**src/rtl/core/cma_pkg.sv**
```systemverilog
`timescale 1ns / 1ps
`default_nettype none
// ----------------------------------------------------------------------------
// cma_pkg
// Shared types and constants for the centred moving average block.
// ----------------------------------------------------------------------------
package cma_pkg;

    localparam int SAMPLE_BITS     = 24;
    localparam int RADIUS_BITS     = 5;
    localparam int MAX_RADIUS_DEF  = 31;
    localparam int MAX_OUT         = 32;
    localparam int SENT_BITS       = 7;
    localparam int DIV_STEPS       = 4;
    localparam int QUEUE_DEPTH     = 4;
    localparam logic [RADIUS_BITS-1:0] RADIUS_RESET = RADIUS_BITS'(1);

    typedef struct packed {
        logic signed [SAMPLE_BITS-1:0] sample;
        logic                          final_sample;
    } cma_in_t;

    typedef struct packed {
        logic signed [SAMPLE_BITS-1:0] average;
        logic                          run_last;
        logic                          sequence_end;
    } cma_out_t;

    typedef struct packed {
        logic full;
        logic empty;
    } cma_q_status_t;

    typedef enum logic [2:0] {
        FR_IDLE,
        FR_TRIM,
        FR_TRIM_DROP,
        FR_WRITE,
        FR_DECIDE,
        FR_PUSH,
        FR_CHECK,
        FR_FLUSH_DROP
    } cma_front_state_t;

    typedef enum logic [1:0] {
        BK_IDLE,
        BK_DIV,
        BK_DONE
    } cma_back_state_t;

endpackage
`default_nettype wire

```
**src/rtl/core/cma_front.sv**
```systemverilog
`timescale 1ns / 1ps
`default_nettype none
// ----------------------------------------------------------------------------
// cma_front
// Accepts sample words, keeps the window store and running sum, and queues
// one divide job (sum, count, flags) for every average to be produced.
// ----------------------------------------------------------------------------
module cma_front
    import cma_pkg::*;
#(
    parameter int MAX_RADIUS = MAX_RADIUS_DEF
) (
    input  wire logic                   aclk,
    input  wire logic                   aresetn,
    input  wire logic [RADIUS_BITS-1:0] radius,
    input  wire logic                   s_valid,
    output logic                        s_ready,
    input  wire cma_in_t                s_data,
    input  wire cma_q_status_t          q_status,
    output logic                        push,
    output logic [SAMPLE_BITS+$clog2(2*MAX_RADIUS+2)-1:0] push_sum,
    output logic [$clog2(2*MAX_RADIUS+2)-1:0]            push_count,
    output logic                        push_last,
    output logic                        push_end
);

    localparam int CNT_W   = $clog2(2*MAX_RADIUS+2);
    localparam int SUM_W   = SAMPLE_BITS + CNT_W;
    localparam int ADDR_W  = $clog2(2*MAX_RADIUS+1);
    localparam int DEPTH   = 1 << ADDR_W;
    localparam int RAD_W   = $clog2(MAX_RADIUS+1);
    localparam int CMP_W   = (RAD_W > RADIUS_BITS) ? RAD_W : RADIUS_BITS;
    localparam int PCMP_W  = CNT_W + 6;

    cma_front_state_t state_reg, state_next;

    logic signed [SAMPLE_BITS-1:0] mem [DEPTH];
    logic signed [SAMPLE_BITS-1:0] rd_data_reg;
    logic signed [SAMPLE_BITS-1:0] sample_reg, sample_next;
    logic                          fin_reg, fin_next;
    logic signed [SUM_W-1:0]       sum_reg, sum_next;
    logic [CNT_W-1:0]              seen_reg, seen_next;
    logic [SENT_BITS-1:0]          sent_reg, sent_next;
    logic [ADDR_W-1:0]             slot_reg, slot_next;
    logic [CNT_W-1:0]              k_reg, k_next;
    logic [CNT_W-1:0]              pend_reg, pend_next;

    logic [RAD_W-1:0]  m_eff;
    logic [CNT_W-1:0]  win;
    logic [ADDR_W-1:0] rd_addr;
    logic              mem_we;
    logic              need_trim;
    logic              need_drop;
    logic              is_last;
    logic [CNT_W-1:0]  pend_calc;
    logic [PCMP_W-1:0] pend_wide;
    logic signed [SUM_W-1:0] sample_ext;
    logic signed [SUM_W-1:0] rd_ext;

    // effective radius and window
    always_comb begin
        if (CMP_W'(radius) > CMP_W'(MAX_RADIUS)) begin
            m_eff = RAD_W'(MAX_RADIUS);
        end else begin
            m_eff = RAD_W'(radius);
        end
        win = CNT_W'({m_eff, 1'b1});
    end

    assign rd_addr    = slot_reg - ADDR_W'(seen_reg);
    assign sample_ext = SUM_W'(sample_reg);
    assign rd_ext     = SUM_W'(rd_data_reg);
    assign need_trim  = (seen_reg >= win) && (seen_reg != '0);
    assign need_drop  = (sent_reg > SENT_BITS'(m_eff)) && (seen_reg > CNT_W'(1));
    assign is_last    = (k_reg + CNT_W'(1)) == pend_reg;

    // flush length: min(held, radius + 1, output limit)
    always_comb begin
        pend_wide = PCMP_W'(seen_reg);
        if (PCMP_W'(m_eff) + PCMP_W'(1) < pend_wide) begin
            pend_wide = PCMP_W'(m_eff) + PCMP_W'(1);
        end
        if (PCMP_W'(MAX_OUT) < pend_wide) begin
            pend_wide = PCMP_W'(MAX_OUT);
        end
        pend_calc = CNT_W'(pend_wide);
    end

    // next state
    always_comb begin
        state_next = state_reg;
        unique case (state_reg)
            FR_IDLE: begin
                if (s_valid) begin
                    state_next = FR_TRIM;
                end
            end
            FR_TRIM: begin
                state_next = need_trim ? FR_TRIM_DROP : FR_WRITE;
            end
            FR_TRIM_DROP: begin
                state_next = FR_TRIM;
            end
            FR_WRITE: begin
                state_next = FR_DECIDE;
            end
            FR_DECIDE: begin
                if (fin_reg || (seen_reg > CNT_W'(m_eff))) begin
                    state_next = FR_PUSH;
                end else begin
                    state_next = FR_IDLE;
                end
            end
            FR_PUSH: begin
                if (!q_status.full) begin
                    state_next = is_last ? FR_IDLE : FR_CHECK;
                end
            end
            FR_CHECK: begin
                state_next = need_drop ? FR_FLUSH_DROP : FR_PUSH;
            end
            FR_FLUSH_DROP: begin
                state_next = FR_PUSH;
            end
            default: begin
                state_next = FR_IDLE;
            end
        endcase
    end

    // outputs
    always_comb begin
        s_ready    = (state_reg == FR_IDLE);
        mem_we     = (state_reg == FR_WRITE);
        push       = (state_reg == FR_PUSH) && !q_status.full;
        push_sum   = sum_reg;
        push_count = seen_reg;
        push_last  = is_last;
        push_end   = is_last && fin_reg;
    end

    // datapath
    always_comb begin
        sample_next = sample_reg;
        fin_next    = fin_reg;
        sum_next    = sum_reg;
        seen_next   = seen_reg;
        sent_next   = sent_reg;
        slot_next   = slot_reg;
        k_next      = k_reg;
        pend_next   = pend_reg;
        case (state_reg)
            FR_IDLE: begin
                sample_next = s_data.sample;
                fin_next    = s_data.final_sample;
            end
            FR_TRIM_DROP, FR_FLUSH_DROP: begin
                sum_next  = sum_reg - rd_ext;
                seen_next = seen_reg - CNT_W'(1);
            end
            FR_WRITE: begin
                sum_next  = sum_reg + sample_ext;
                seen_next = seen_reg + CNT_W'(1);
                slot_next = slot_reg + ADDR_W'(1);
            end
            FR_DECIDE: begin
                k_next    = '0;
                pend_next = fin_reg ? pend_calc : CNT_W'(1);
            end
            FR_PUSH: begin
                if (!q_status.full) begin
                    if (sent_reg != {SENT_BITS{1'b1}}) begin
                        sent_next = sent_reg + SENT_BITS'(1);
                    end
                    k_next = k_reg + CNT_W'(1);
                    if (is_last && fin_reg) begin
                        sum_next  = '0;
                        seen_next = '0;
                        sent_next = '0;
                        slot_next = '0;
                    end
                end
            end
            default: begin
            end
        endcase
    end

    // window store
    always_ff @(posedge aclk) begin
        if (mem_we) begin
            mem[slot_reg] <= sample_reg;
        end
        rd_data_reg <= mem[rd_addr];
    end

    always_ff @(posedge aclk) begin
        if (!aresetn) begin
            state_reg <= FR_IDLE;
            sum_reg   <= '0;
            seen_reg  <= '0;
            sent_reg  <= '0;
            slot_reg  <= '0;
            k_reg     <= '0;
            pend_reg  <= '0;
        end else begin
            state_reg <= state_next;
            sum_reg   <= sum_next;
            seen_reg  <= seen_next;
            sent_reg  <= sent_next;
            slot_reg  <= slot_next;
            k_reg     <= k_next;
            pend_reg  <= pend_next;
        end
    end

    always_ff @(posedge aclk) begin
        sample_reg <= sample_next;
        fin_reg    <= fin_next;
    end

endmodule
`default_nettype wire

```
**src/rtl/core/cma_queue.sv**
```systemverilog
`timescale 1ns / 1ps
`default_nettype none
// ----------------------------------------------------------------------------
// cma_queue
// Small first-in first-out queue of divide jobs between front and back.
// ----------------------------------------------------------------------------
module cma_queue
    import cma_pkg::*;
#(
    parameter int DATA_W = 32,
    parameter int DEPTH  = QUEUE_DEPTH
) (
    input  wire logic              aclk,
    input  wire logic              aresetn,
    input  wire logic              push,
    input  wire logic [DATA_W-1:0] push_data,
    input  wire logic              pop,
    output logic [DATA_W-1:0]      pop_data,
    output cma_q_status_t          status
);

    localparam int PTR_W = (DEPTH > 1) ? $clog2(DEPTH) : 1;
    localparam int CNT_W = $clog2(DEPTH + 1);

    logic [DATA_W-1:0] entry_reg [DEPTH];
    logic [PTR_W-1:0]  wr_ptr_reg, wr_ptr_next;
    logic [PTR_W-1:0]  rd_ptr_reg, rd_ptr_next;
    logic [CNT_W-1:0]  count_reg, count_next;

    always_comb begin
        wr_ptr_next = wr_ptr_reg;
        rd_ptr_next = rd_ptr_reg;
        count_next  = count_reg;
        if (push) begin
            wr_ptr_next = (wr_ptr_reg == PTR_W'(DEPTH-1)) ? '0 : wr_ptr_reg + PTR_W'(1);
        end
        if (pop) begin
            rd_ptr_next = (rd_ptr_reg == PTR_W'(DEPTH-1)) ? '0 : rd_ptr_reg + PTR_W'(1);
        end
        if (push && !pop) begin
            count_next = count_reg + CNT_W'(1);
        end else if (pop && !push) begin
            count_next = count_reg - CNT_W'(1);
        end
    end

    assign pop_data     = entry_reg[rd_ptr_reg];
    assign status.full  = (count_reg == CNT_W'(DEPTH));
    assign status.empty = (count_reg == '0);

    always_ff @(posedge aclk) begin
        if (push) begin
            entry_reg[wr_ptr_reg] <= push_data;
        end
    end

    always_ff @(posedge aclk) begin
        if (!aresetn) begin
            wr_ptr_reg <= '0;
            rd_ptr_reg <= '0;
            count_reg  <= '0;
        end else begin
            wr_ptr_reg <= wr_ptr_next;
            rd_ptr_reg <= rd_ptr_next;
            count_reg  <= count_next;
        end
    end

endmodule
`default_nettype wire

```
**src/rtl/core/cma_back.sv**
```systemverilog
`timescale 1ns / 1ps
`default_nettype none
// ----------------------------------------------------------------------------
// cma_back
// Rounded signed division of a window sum by its count, a few quotient
// bits per cycle, into the result output register.
// ----------------------------------------------------------------------------
module cma_back
    import cma_pkg::*;
#(
    parameter int MAX_RADIUS = MAX_RADIUS_DEF
) (
    input  wire logic                  aclk,
    input  wire logic                  aresetn,
    input  wire cma_q_status_t         q_status,
    input  wire logic [SAMPLE_BITS+$clog2(2*MAX_RADIUS+2)-1:0] job_sum,
    input  wire logic [$clog2(2*MAX_RADIUS+2)-1:0]            job_count,
    input  wire logic                  job_last,
    input  wire logic                  job_end,
    output logic                       pop,
    output logic                       m_valid,
    input  wire logic                  m_ready,
    output cma_out_t                   m_data
);

    localparam int CNT_W   = $clog2(2*MAX_RADIUS+2);
    localparam int SUM_W   = SAMPLE_BITS + CNT_W;
    localparam int DIV_W   = ((SUM_W + DIV_STEPS - 1) / DIV_STEPS) * DIV_STEPS;
    localparam int DIV_CYC = DIV_W / DIV_STEPS;
    localparam int STEP_W  = $clog2(DIV_CYC + 1);

    cma_back_state_t state_reg, state_next;

    logic [DIV_W-1:0]  dvd_reg, dvd_next;
    logic [CNT_W-1:0]  rem_reg, rem_next;
    logic [CNT_W-1:0]  div_reg, div_next;
    logic [STEP_W-1:0] step_reg, step_next;
    logic              neg_reg, neg_next;
    logic              last_reg, last_next;
    logic              end_reg, end_next;
    logic              m_valid_reg, m_valid_next;
    cma_out_t          m_data_reg, m_data_next;

    logic [SUM_W-1:0]  mag;
    logic [DIV_W-1:0]  dvd_step;
    logic [CNT_W-1:0]  rem_step;
    logic              div_done;
    logic              out_free;
    logic              load_out;
    logic [SAMPLE_BITS-1:0] quot;

    assign mag      = job_sum[SUM_W-1] ? (~job_sum + SUM_W'(1)) : job_sum;
    assign div_done = (step_reg == STEP_W'(DIV_CYC - 1));
    assign out_free = !m_valid_reg || m_ready;
    assign quot     = dvd_reg[SAMPLE_BITS-1:0];

    // restoring division, several quotient bits per cycle
    always_comb begin
        logic [CNT_W:0]   trial;
        logic [CNT_W-1:0] r;
        logic [DIV_W-1:0] d;
        r = rem_reg;
        d = dvd_reg;
        for (int i = 0; i < DIV_STEPS; i++) begin
            trial = {r, d[DIV_W-1]};
            d     = {d[DIV_W-2:0], 1'b0};
            if (trial >= {1'b0, div_reg}) begin
                r    = CNT_W'(trial - {1'b0, div_reg});
                d[0] = 1'b1;
            end else begin
                r = trial[CNT_W-1:0];
            end
        end
        rem_step = r;
        dvd_step = d;
    end

    // next state
    always_comb begin
        state_next = state_reg;
        unique case (state_reg)
            BK_IDLE: begin
                if (!q_status.empty) begin
                    state_next = BK_DIV;
                end
            end
            BK_DIV: begin
                if (div_done) begin
                    state_next = BK_DONE;
                end
            end
            BK_DONE: begin
                if (out_free) begin
                    state_next = BK_IDLE;
                end
            end
            default: begin
                state_next = BK_IDLE;
            end
        endcase
    end

    // outputs
    always_comb begin
        pop      = (state_reg == BK_IDLE) && !q_status.empty;
        load_out = (state_reg == BK_DONE) && out_free;
        m_valid  = m_valid_reg;
        m_data   = m_data_reg;
    end

    // datapath
    always_comb begin
        dvd_next     = dvd_reg;
        rem_next     = rem_reg;
        div_next     = div_reg;
        step_next    = step_reg;
        neg_next     = neg_reg;
        last_next    = last_reg;
        end_next     = end_reg;
        m_data_next  = m_data_reg;
        m_valid_next = m_valid_reg && !m_ready;
        if (pop) begin
            neg_next  = job_sum[SUM_W-1];
            dvd_next  = DIV_W'(mag) + DIV_W'(job_count >> 1);
            rem_next  = '0;
            div_next  = job_count;
            step_next = '0;
            last_next = job_last;
            end_next  = job_end;
        end
        if (state_reg == BK_DIV) begin
            dvd_next  = dvd_step;
            rem_next  = rem_step;
            step_next = step_reg + STEP_W'(1);
        end
        if (load_out) begin
            m_valid_next              = 1'b1;
            m_data_next.average       = neg_reg ? (~quot + SAMPLE_BITS'(1)) : quot;
            m_data_next.run_last      = last_reg;
            m_data_next.sequence_end  = end_reg;
        end
    end

    always_ff @(posedge aclk) begin
        if (!aresetn) begin
            state_reg   <= BK_IDLE;
            m_valid_reg <= 1'b0;
            step_reg    <= '0;
        end else begin
            state_reg   <= state_next;
            m_valid_reg <= m_valid_next;
            step_reg    <= step_next;
        end
    end

    always_ff @(posedge aclk) begin
        dvd_reg    <= dvd_next;
        rem_reg    <= rem_next;
        div_reg    <= div_next;
        neg_reg    <= neg_next;
        last_reg   <= last_next;
        end_reg    <= end_next;
        m_data_reg <= m_data_next;
    end

endmodule
`default_nettype wire

```
**src/rtl/core/centered_moving_average.sv**
```systemverilog
`timescale 1ns / 1ps
`default_nettype none
// ----------------------------------------------------------------------------
// centered_moving_average
// Centred moving average with windows clipped at both sequence ends.
// ----------------------------------------------------------------------------
// Input words (s_) carry one sample and a flag marking the sequence's last
// sample. Each result word (m_) carries the rounded mean of the samples
// within radius positions of one sequence position, plus run_last and
// sequence_end flags. The radius register is written through cfg_wr_en /
// cfg_wr_data; the user must write it only while the block is idle, as the
// block itself does not enforce this. Values above MAX_RADIUS are clamped.
// The front takes one word, then steps through the trim state (with a drop
// state for each surplus sample), the write and decide states, and then
// queues the divide jobs, one per result, with a check state and, where a
// held sample is dropped, a drop state before each flushed result after it.
// The back divides in DIV_STEPS quotient bits per cycle over the full
// dividend width whatever the radius register holds, and takes another
// job only once the last result is loaded into the output register.
// A stalled receiver holds the output register; the back then stops, the
// four-entry job queue fills and the front stops taking words.
// Reset clears the sums and counters, sets the radius to 1 and empties
// the queue and output; the sample store needs no clearing.
// ----------------------------------------------------------------------------
module centered_moving_average
    import cma_pkg::*;
#(
    parameter int MAX_RADIUS = MAX_RADIUS_DEF
) (
    input  wire logic                   aclk,
    input  wire logic                   aresetn,
    input  wire logic                   cfg_wr_en,
    input  wire logic [RADIUS_BITS-1:0] cfg_wr_data,
    input  wire logic                   s_valid,
    output logic                        s_ready,
    input  wire cma_in_t                s_data,
    output logic                        m_valid,
    input  wire logic                   m_ready,
    output cma_out_t                    m_data
);

    localparam int CNT_W  = $clog2(2*MAX_RADIUS+2);
    localparam int SUM_W  = SAMPLE_BITS + CNT_W;
    localparam int JOB_W  = SUM_W + CNT_W + 2;

    logic [RADIUS_BITS-1:0] radius_reg, radius_next;

    cma_q_status_t     q_status;
    logic              push;
    logic              pop;
    logic [SUM_W-1:0]  push_sum;
    logic [CNT_W-1:0]  push_count;
    logic              push_last;
    logic              push_end;
    logic [JOB_W-1:0]  head;

    assign radius_next = cfg_wr_en ? cfg_wr_data : radius_reg;

    always_ff @(posedge aclk) begin
        if (!aresetn) begin
            radius_reg <= RADIUS_RESET;
        end else begin
            radius_reg <= radius_next;
        end
    end

    cma_front #(
        .MAX_RADIUS (MAX_RADIUS)
    ) u_front (
        .aclk       (aclk),
        .aresetn    (aresetn),
        .radius     (radius_reg),
        .s_valid    (s_valid),
        .s_ready    (s_ready),
        .s_data     (s_data),
        .q_status   (q_status),
        .push       (push),
        .push_sum   (push_sum),
        .push_count (push_count),
        .push_last  (push_last),
        .push_end   (push_end)
    );

    cma_queue #(
        .DATA_W (JOB_W),
        .DEPTH  (QUEUE_DEPTH)
    ) u_queue (
        .aclk      (aclk),
        .aresetn   (aresetn),
        .push      (push),
        .push_data ({push_sum, push_count, push_last, push_end}),
        .pop       (pop),
        .pop_data  (head),
        .status    (q_status)
    );

    cma_back #(
        .MAX_RADIUS (MAX_RADIUS)
    ) u_back (
        .aclk      (aclk),
        .aresetn   (aresetn),
        .q_status  (q_status),
        .job_sum   (head[JOB_W-1 -: SUM_W]),
        .job_count (head[CNT_W+1:2]),
        .job_last  (head[1]),
        .job_end   (head[0]),
        .pop       (pop),
        .m_valid   (m_valid),
        .m_ready   (m_ready),
        .m_data    (m_data)
    );

endmodule
`default_nettype wire

```
**config.mk**
```make
export PLATFORM = sky130hd
export DESIGN_NAME = centered_moving_average
export DESIGN_NICKNAME = d
export VERILOG_FILES = /design/src/rtl/core/cma_pkg.sv /design/src/rtl/core/cma_front.sv /design/src/rtl/core/cma_queue.sv /design/src/rtl/core/cma_back.sv /design/src/rtl/core/centered_moving_average.sv
export SDC_FILE = /design/constraint.sdc
export NUM_CORES = 2
export LEC_CHECK = 0
export BUFFER_PORTS_ARGS = -buffer_cell sky130_fd_sc_hd__clkbuf_2
export CORE_ASPECT_RATIO = 1.75
export CORE_MARGIN = 2
export CORE_UTILIZATION = 30
export CTS_CLUSTER_SIZE = 20
export DETAILED_ROUTE_END_ITERATION = 6
export REMOVE_ABC_BUFFERS = 1
export SLEW_MARGIN = 0
export SYNTH_ARGS = -nofsm -noshare
export SYNTH_HDL_FRONTEND = slang
export SYNTH_HIERARCHICAL = 1
export SYNTH_SLANG_ARGS = --single-unit
```
**constraint.sdc**
```tcl
create_clock -name aclk -period 10.88 [get_ports aclk]
set_input_delay 3.264 -clock aclk [delete_from_list [all_inputs] [get_ports aclk]]
set_output_delay 3.264 -clock aclk [all_outputs]
set_load 0.01 [all_outputs]
```
Word-level counts from Yosys, hierarchy flattened
Memories as Yosys holds them, arrays and structs flattened. A register that Yosys moved wholly into a read port is not among the register bits.
Index checks and enable logic that the tools add are counted.
Cells by class
  magnitude comparators: 11
  add/sub/neg operators: 21
  eq/ne operators: 21
  bitwise operators: 3
  muxes and demuxes: 53
  reduce and logical (&&, ||, !) cells: 34
Operator list (number)
  30-bit two-way mux: 3
  30-bit case mux with 3 select lines: 1
  6-bit two-way mux: 12
  32-bit two-way mux: 2
  30-bit by 5-bit adder with 31-bit output: 1
  30-bit by 1-bit adder with 30-bit output (second input constant): 1
  30-bit by 24-bit adder with 30-bit output: 1
  30-bit inverter: 1
  30-bit by 24-bit subtractor with 30-bit output: 1
  6-bit subtractor: 5
  7-bit by 6-bit greater-or-equal comparator with 1-bit output: 4
  24-bit by 1-bit adder with 24-bit output (second input constant): 1
  24-bit two-way mux: 1
  24-bit inverter: 1
  3-bit case mux with 8 select lines: 1
  6-bit case mux with 2 select lines: 2
  6-bit by 1-bit adder with 6-bit output (second input constant): 3
  3-bit two-way mux: 6
  6-bit case mux with 3 select lines: 1
  2-bit two-way mux: 8
  3-bit equality test (second input constant): 5
  7-bit two-way mux: 2
  12-bit by 6-bit less-than comparator with 1-bit output: 1
  3-bit AND reduction: 4
  other kinds (37): 75
Word-level totals
  output and inout port bits: 28
  register bits: 181
  memories: 2
  input bits: 35
  memory bits (writable): 1688
Memories
  u_front.mem: words 64, bits a word 24, rd ports 1, clocked after Yosys merged registers in 1, wr ports 1, line cma_front.sv:37  | logic signed [SAMPLE_BITS-1:0] mem [DEPTH];
  u_queue.entry_reg: words 4, bits a word 38, rd ports 1, clocked after Yosys merged registers in 1, wr ports 1, line cma_queue.sv:25  | logic [DATA_W-1:0] entry_reg [DEPTH];

Depth between registers and ports, before layout
  word-level depth: 9
  mapped depth: 35
  mapped depth without buffers: 32

Modules after synthesis
The synthesis kept the hierarchy.
By module, submodules not included
  cma_front: instances 1, cells each 3169, area each 65686.7 um^2, sequential area each 48636.6 um^2
  cma_back: instances 1, cells each 687, area each 6538.8 um^2, sequential area each 2332.2 um^2
  cma_queue: instances 1, cells each 242, area each 5955.7 um^2, sequential area each 4744.6 um^2
  centered_moving_average: instances 1, cells each 16, area each 190.2 um^2, sequential area each 100.1 um^2

Least setup slack after synthesis
No wires, ideal clock.
  path type: register -> register
  start: register u_back.div_reg[1]
  end: register u_back.rem_reg[0] (data pin)
  clock period less this slack: 7.602 ns
  arrival time: 7.332 ns
  path buffers: 3
  slack: 3.278 ns
  stages on the path, launching flop included: 33
  library setup time: 0.270 ns
  data required time: 10.610 ns
  cells stage by stage: edfxtp_1 > inv_1 > ha_1 > a21oi_1 > o221ai_1 > mux2_2 > inv_1 > ha_1 > nor2b_1 > o31a_1 > o311a_1 > a211oi_1 > buf_2 > mux2_2 > ha_1 > a21o_1 > a21oi_1 > a21boi_0 > a311o_1 > or4b_1 > clkbuf_1 > nand2_1 > mux2_2 > inv_1 > ha_1 > o21ai_0 > nand3b_1 > a211oi_1 > nor2_1 > a311oi_1 > buf_2 > and2_1 > a211oi_1
Between the ends
  cells in the longest elaborated chain, start to end: 9
  elaborated cells between the ends (all ways): 12
RTL lines
  from (decl): line cma_back.sv:36  | logic [CNT_W-1:0] div_reg, div_next;
  from (signal assigned): line cma_back.sv:159  | div_reg <= div_next;
  6-bit subtractor / 7-bit by 6-bit greater-or-equal comparator with 1-bit output (equally long branches): line cma_back.sv:68, cma_back.sv:67
  6-bit two-way mux: line cma_back.sv:67  | if (trial >= {1'b0, div_reg}) begin
  6-bit subtractor / 7-bit by 6-bit greater-or-equal comparator with 1-bit output (equally long branches): line cma_back.sv:68, cma_back.sv:67
  6-bit two-way mux: line cma_back.sv:67
  6-bit subtractor / 7-bit by 6-bit greater-or-equal comparator with 1-bit output (equally long branches): line cma_back.sv:68, cma_back.sv:67
  6-bit two-way mux: line cma_back.sv:67
  7-bit by 6-bit greater-or-equal comparator with 1-bit output *: line cma_back.sv:67
  6-bit two-way mux *: line cma_back.sv:67
  6-bit two-way mux *: line cma_back.sv:131  | if (state_reg == BK_DIV) begin
  to (signal assigned): line cma_back.sv:158  | rem_reg <= rem_next;
  to (decl): line cma_back.sv:35  | logic [CNT_W-1:0] rem_reg, rem_next;
Mark *: on every way between the ends. The rest lies on a longest branch, timed or not.
A chain may end at the register's enable or synchronous reset.

Final worst setup path
  start: register u_back.div_reg[1]
  end: register u_back.rem_reg[5] (data pin)
Between the ends
  cells in the longest elaborated chain, start to end: 9
  elaborated cells between the ends (all ways): 13
RTL lines (line)
  6-bit subtractor / 7-bit by 6-bit greater-or-equal comparator with 1-bit output (equally long branches): cma_back.sv:68, cma_back.sv:67
  6-bit two-way mux: cma_back.sv:67
  6-bit subtractor / 7-bit by 6-bit greater-or-equal comparator with 1-bit output (equally long branches): cma_back.sv:68, cma_back.sv:67
  6-bit two-way mux: cma_back.sv:67
  6-bit subtractor / 7-bit by 6-bit greater-or-equal comparator with 1-bit output (equally long branches): cma_back.sv:68, cma_back.sv:67
  6-bit two-way mux: cma_back.sv:67
  6-bit subtractor / 7-bit by 6-bit greater-or-equal comparator with 1-bit output (equally long branches): cma_back.sv:68, cma_back.sv:67
  6-bit two-way mux *: cma_back.sv:67
  6-bit two-way mux *: cma_back.sv:131
Marks and branches as above.

==> results by group <==
Worst setup path
  – Crit path buffers/inverters: 4
  – Critical path required time: 11.54 ns
  – Critical path class: reg2reg
  – CP Max Fanout: 11
  – CP max stage delay: between 0.6 and 0.7 ns
  – Worst setup EP type: register
  – Crit start category: register
  – CP dominant cell by count: ha_1
  – Critical path's top delay family: compound AO/OA/AOI/OAI gates
  – Slowest CP cell: nor4b_1
  – Crit path DAT: 9.60 ns

Power
  – Pint: ~14000 uW
  – PD cells: 235.0 nW/um^2
  – Share of power burned in registers: approximately two fifths
  – Maximum vdd drop: 0.4491 mV
  – Clock network fraction of total power: 30.2%
  – Leakage: 0.02791 uW
  – Sw power: between 6000 and 7000 uW
  – Sw frac: 31.19%
  – Comb pwr share: 28.8%

Detailed routing
  – Post-route DRC: 0
  – Drt first-iter violations: 3245
  – WL final: about 200000 um
  – DRT antenna net count: 0
  – DR vias/cell: 5.054
  – Drt wl/cell: 25.62 um
  – Vias: roughly 40000
  – Drt first pass iters: 5

STA
  – Final WS setup: around 1.9 ns
  – Max Slew Vio Count: 0
  – Worst rel slew slack: 17.78%
  – Final Hold Viols: 0
  – Setup tns final: 0 ns
  – Actual slew at the worst max-slew pin: 1.230 ns
  – # setup viols final: 0
  – Final hold slack: 0.4700 ns
  – Worst Skew: about 0.085 ns
  – Fin crit period: 8.932 ns
  – Final Cycle Share: 82.10%
  – Max Freq: ~0.11 GHz
  – Unrepaired setup endpoints after global routing: no

Floorplanning
  – Die Ht: 680.1 um
  – Initial Util: 30.10%
  – I/O pin count: 63
  – Die ar.: 265500 um^2
  – Die Width: 390.4 um
  – Core area: between 200000 and 300000 um^2
  – FP Rows: 248

CTS
  – Clock Pin Slew Worst Setup and Hold Paths: 0.06 ns
  – Root buf cell: clkbuf_16
  – H-tree lvl count: 4
  – Number of gates resized after CTS: 0
  – Sink Count: 1895
  – Clk Latency, worst-skew pair: 0.87 ns
  – CTS Hold Bufs: 0
  – Inserted Clock Buffers: 183
  – Clock buffer depth: 4
  – TritonCTS clock tree: done
  – Post-CTS Setup Repair Bufs: 0

Run
  – Max-Cap Viols: 0

Synthesis
  – Yosys warnings: 6
  – Synth cell types: 99
  – Compound-Gate Fraction of Synth Area: 4.116%
  – Cell Area, Synth: 78370 um^2
  – Ys flop type: edfxtp_1
  – Seq/Total Area, Yosys: 71.22%
  – Area share of and/or/nand/nor cells after synthesis: approximately 4.3%
  – Largest family of logic cells by synthesized area: multiplexers
  – XOR/XNOR share of the synthesized area: about 1.6%
  – Post-synthesis mux area share: 15.46%
  – Synthesized instance count: 4114
  – FF+latch count, synth: between 1500 and 2000
  – Mean Syn Cell Area: 19.05 um^2
  – Number of synthesized flops with an enable pin: 1786
  – Adder-Cell Fraction of Synth Area: 1.810%
  – Async SR Flop Fraction: 0%

Cells and area
  – Nets: 4406
  – Fillers: 24229
  – FF+latch area: 55810 um^2
  – Max FFs per register: 1536
  – Final instance area: a little under 90000 um^2
  – Multi-input logic area: between 20000 and 25000 um^2
  – Layout area overhead: 13.79%
  – Layout cells sized above 1: about a quarter

Global routing
  – Largest net degree at the start of global routing: 131
  – First-pass GRT wire length: 286600 um
  – Initial antenna violation count: 12
  – Congestion Overflow GR: 0
  – Vias in the first global route: 41071
  – Total GRT Usage: 14.82%

Min path
  – Hold Path Class: reg2reg

Placement
  – Port Buf Inserts: 62
  – GPL Wtd Cong: between 0.8 and 0.9
  – Pre-CTS setup slack: 1.733 ns
  – Placed Area: between 80000 and 90000 um^2
  – DP Wirelength: 117300 um

Run status
  – Status: complete, no violations
cell families after synthesis:
| kind of cell | Yosys count |
|---|---|
| flip-flops | 1895 |
| buffers and inverters | 274 |
| adder cells (fa/ha/maj) | 109 |
| XOR/XNOR | 141 |
| AND/OR/NAND/NOR | 651 |
| AO/OA/AOI/OAI | 482 |
| multiplexers | 562 |
synth_stat cells (7+ instances only):
master | number | area [um^2]
nand2b_1 | 17 | 106.4
edfxtp_1 | 1786 | 53630
nor4_1 | 16 | 100.1
o31ai_1 | 24 | 180.2
dfxtp_1 | 109 | 2182
a21o_1 | 31 | 232.7
xnor2_1 | 88 | 770.7
and2_1 | 26 | 162.7
nand4_1 | 19 | 118.9
a21oi_1 | 137 | 685.7
inv_1 | 75 | 281.5
or2_2 | 8 | 50.05
nand3_1 | 39 | 195.2
mux2i_1 | 35 | 350.3
fa_1 | 8 | 160.2
a21boi_0 | 21 | 157.7
o21ai_0 | 92 | 460.4
a31oi_1 | 11 | 68.82
nor3_1 | 47 | 235.2
a22oi_1 | 13 | 97.59
and3_1 | 13 | 81.33
nor2b_1 | 69 | 431.7
o211ai_1 | 7 | 52.55
ha_1 | 99 | 1239
nand2_1 | 120 | 450.4
mux4_2 | 518 | 11670
o21a_1 | 20 | 150.1
o21bai_1 | 8 | 60.06
mux2_2 | 9 | 101.4
or4_1 | 15 | 112.6
xor2_1 | 52 | 455.4
a211oi_1 | 39 | 292.8
clkbuf_1 | 119 | 446.7
or3_1 | 17 | 106.4
buf_1 | 15 | 56.30
nor2_1 | 200 | 750.7
buf_2 | 52 | 260.3
cell usage in the layout, fill, tap and decap left out, drive strengths merged, types with 90 or more instances in the layout:
cell    synthesis  layout
a21oi         137     137
buf            74     100
clkbuf        123     290
dfxtp         109     109
edfxtp       1786    1786
ha             99      99
inv            75      90
mux4          518     518
nand2         120     120
nor2          201     201
o21ai          96      96
power groups by stage:
stage          sequential (uW)  clock (uW)  combinational, uW
2_1_floorplan             8800           0               4490
3_3_place_gp              8750           0               6170
3_5_place_dp              8760           0               6100
4_1_cts                   8600        6480               6130
5_1_grt                   8630        6720               6590
6_report                  8600        6320               6040
metal layers:
metal | up-vias | share of wire [%] | track usage [%]
li1 | 17125 | - | -
met1 | 20846 | 36 | 16.28
met2 | 1075 | 55 | 27.94
met3 | 337 | 4.3 | 1.728
met4 | 2 | 5.0 | 7.376
met5 | - | 0.0040 | 0
worst paths after layout:
| path | cells after the start | end | slack, ns | from |
|---|---|---|---|---|
| max | 31 | u_back/rem_reg[5] | 1.95 | u_back/div_reg[1] |
| min | 0 | u_back/m_data[0] | 0.47 | u_back/end_reg |
| max reg2reg | 31 | u_back/rem_reg[5] | 1.95 | u_back/div_reg[1] |
| min reg2reg | 0 | u_back/m_data[0] | 0.47 | u_back/end_reg |
through the flow:
stage,power [uW],instances,utilization (%)
2_1_floorplan,13300,3917,-
3_3_place_gp,14920,7454,31.99
3_5_place_dp,14860,7454,31.99
4_1_cts,21210,7782,34.24
5_1_grt,21930,7792,34.25
6_report,20960,7793,34.26
area by class of cell:
class                           instances  share of cell area, %
Sequential cell                      1895                  62.59
Multi-Input combinational cell       1945                  24.51
Clock buffer                          228                  5.497
Tap cell                             3375                  4.735
Timing Repair Buffer                  162                  1.232
Clock inverter                        100                  1.083
Inverter                               77                 0.3241
Antenna cell                           11                0.03087
Note: power is estimated with default switching activity, not from simulation.
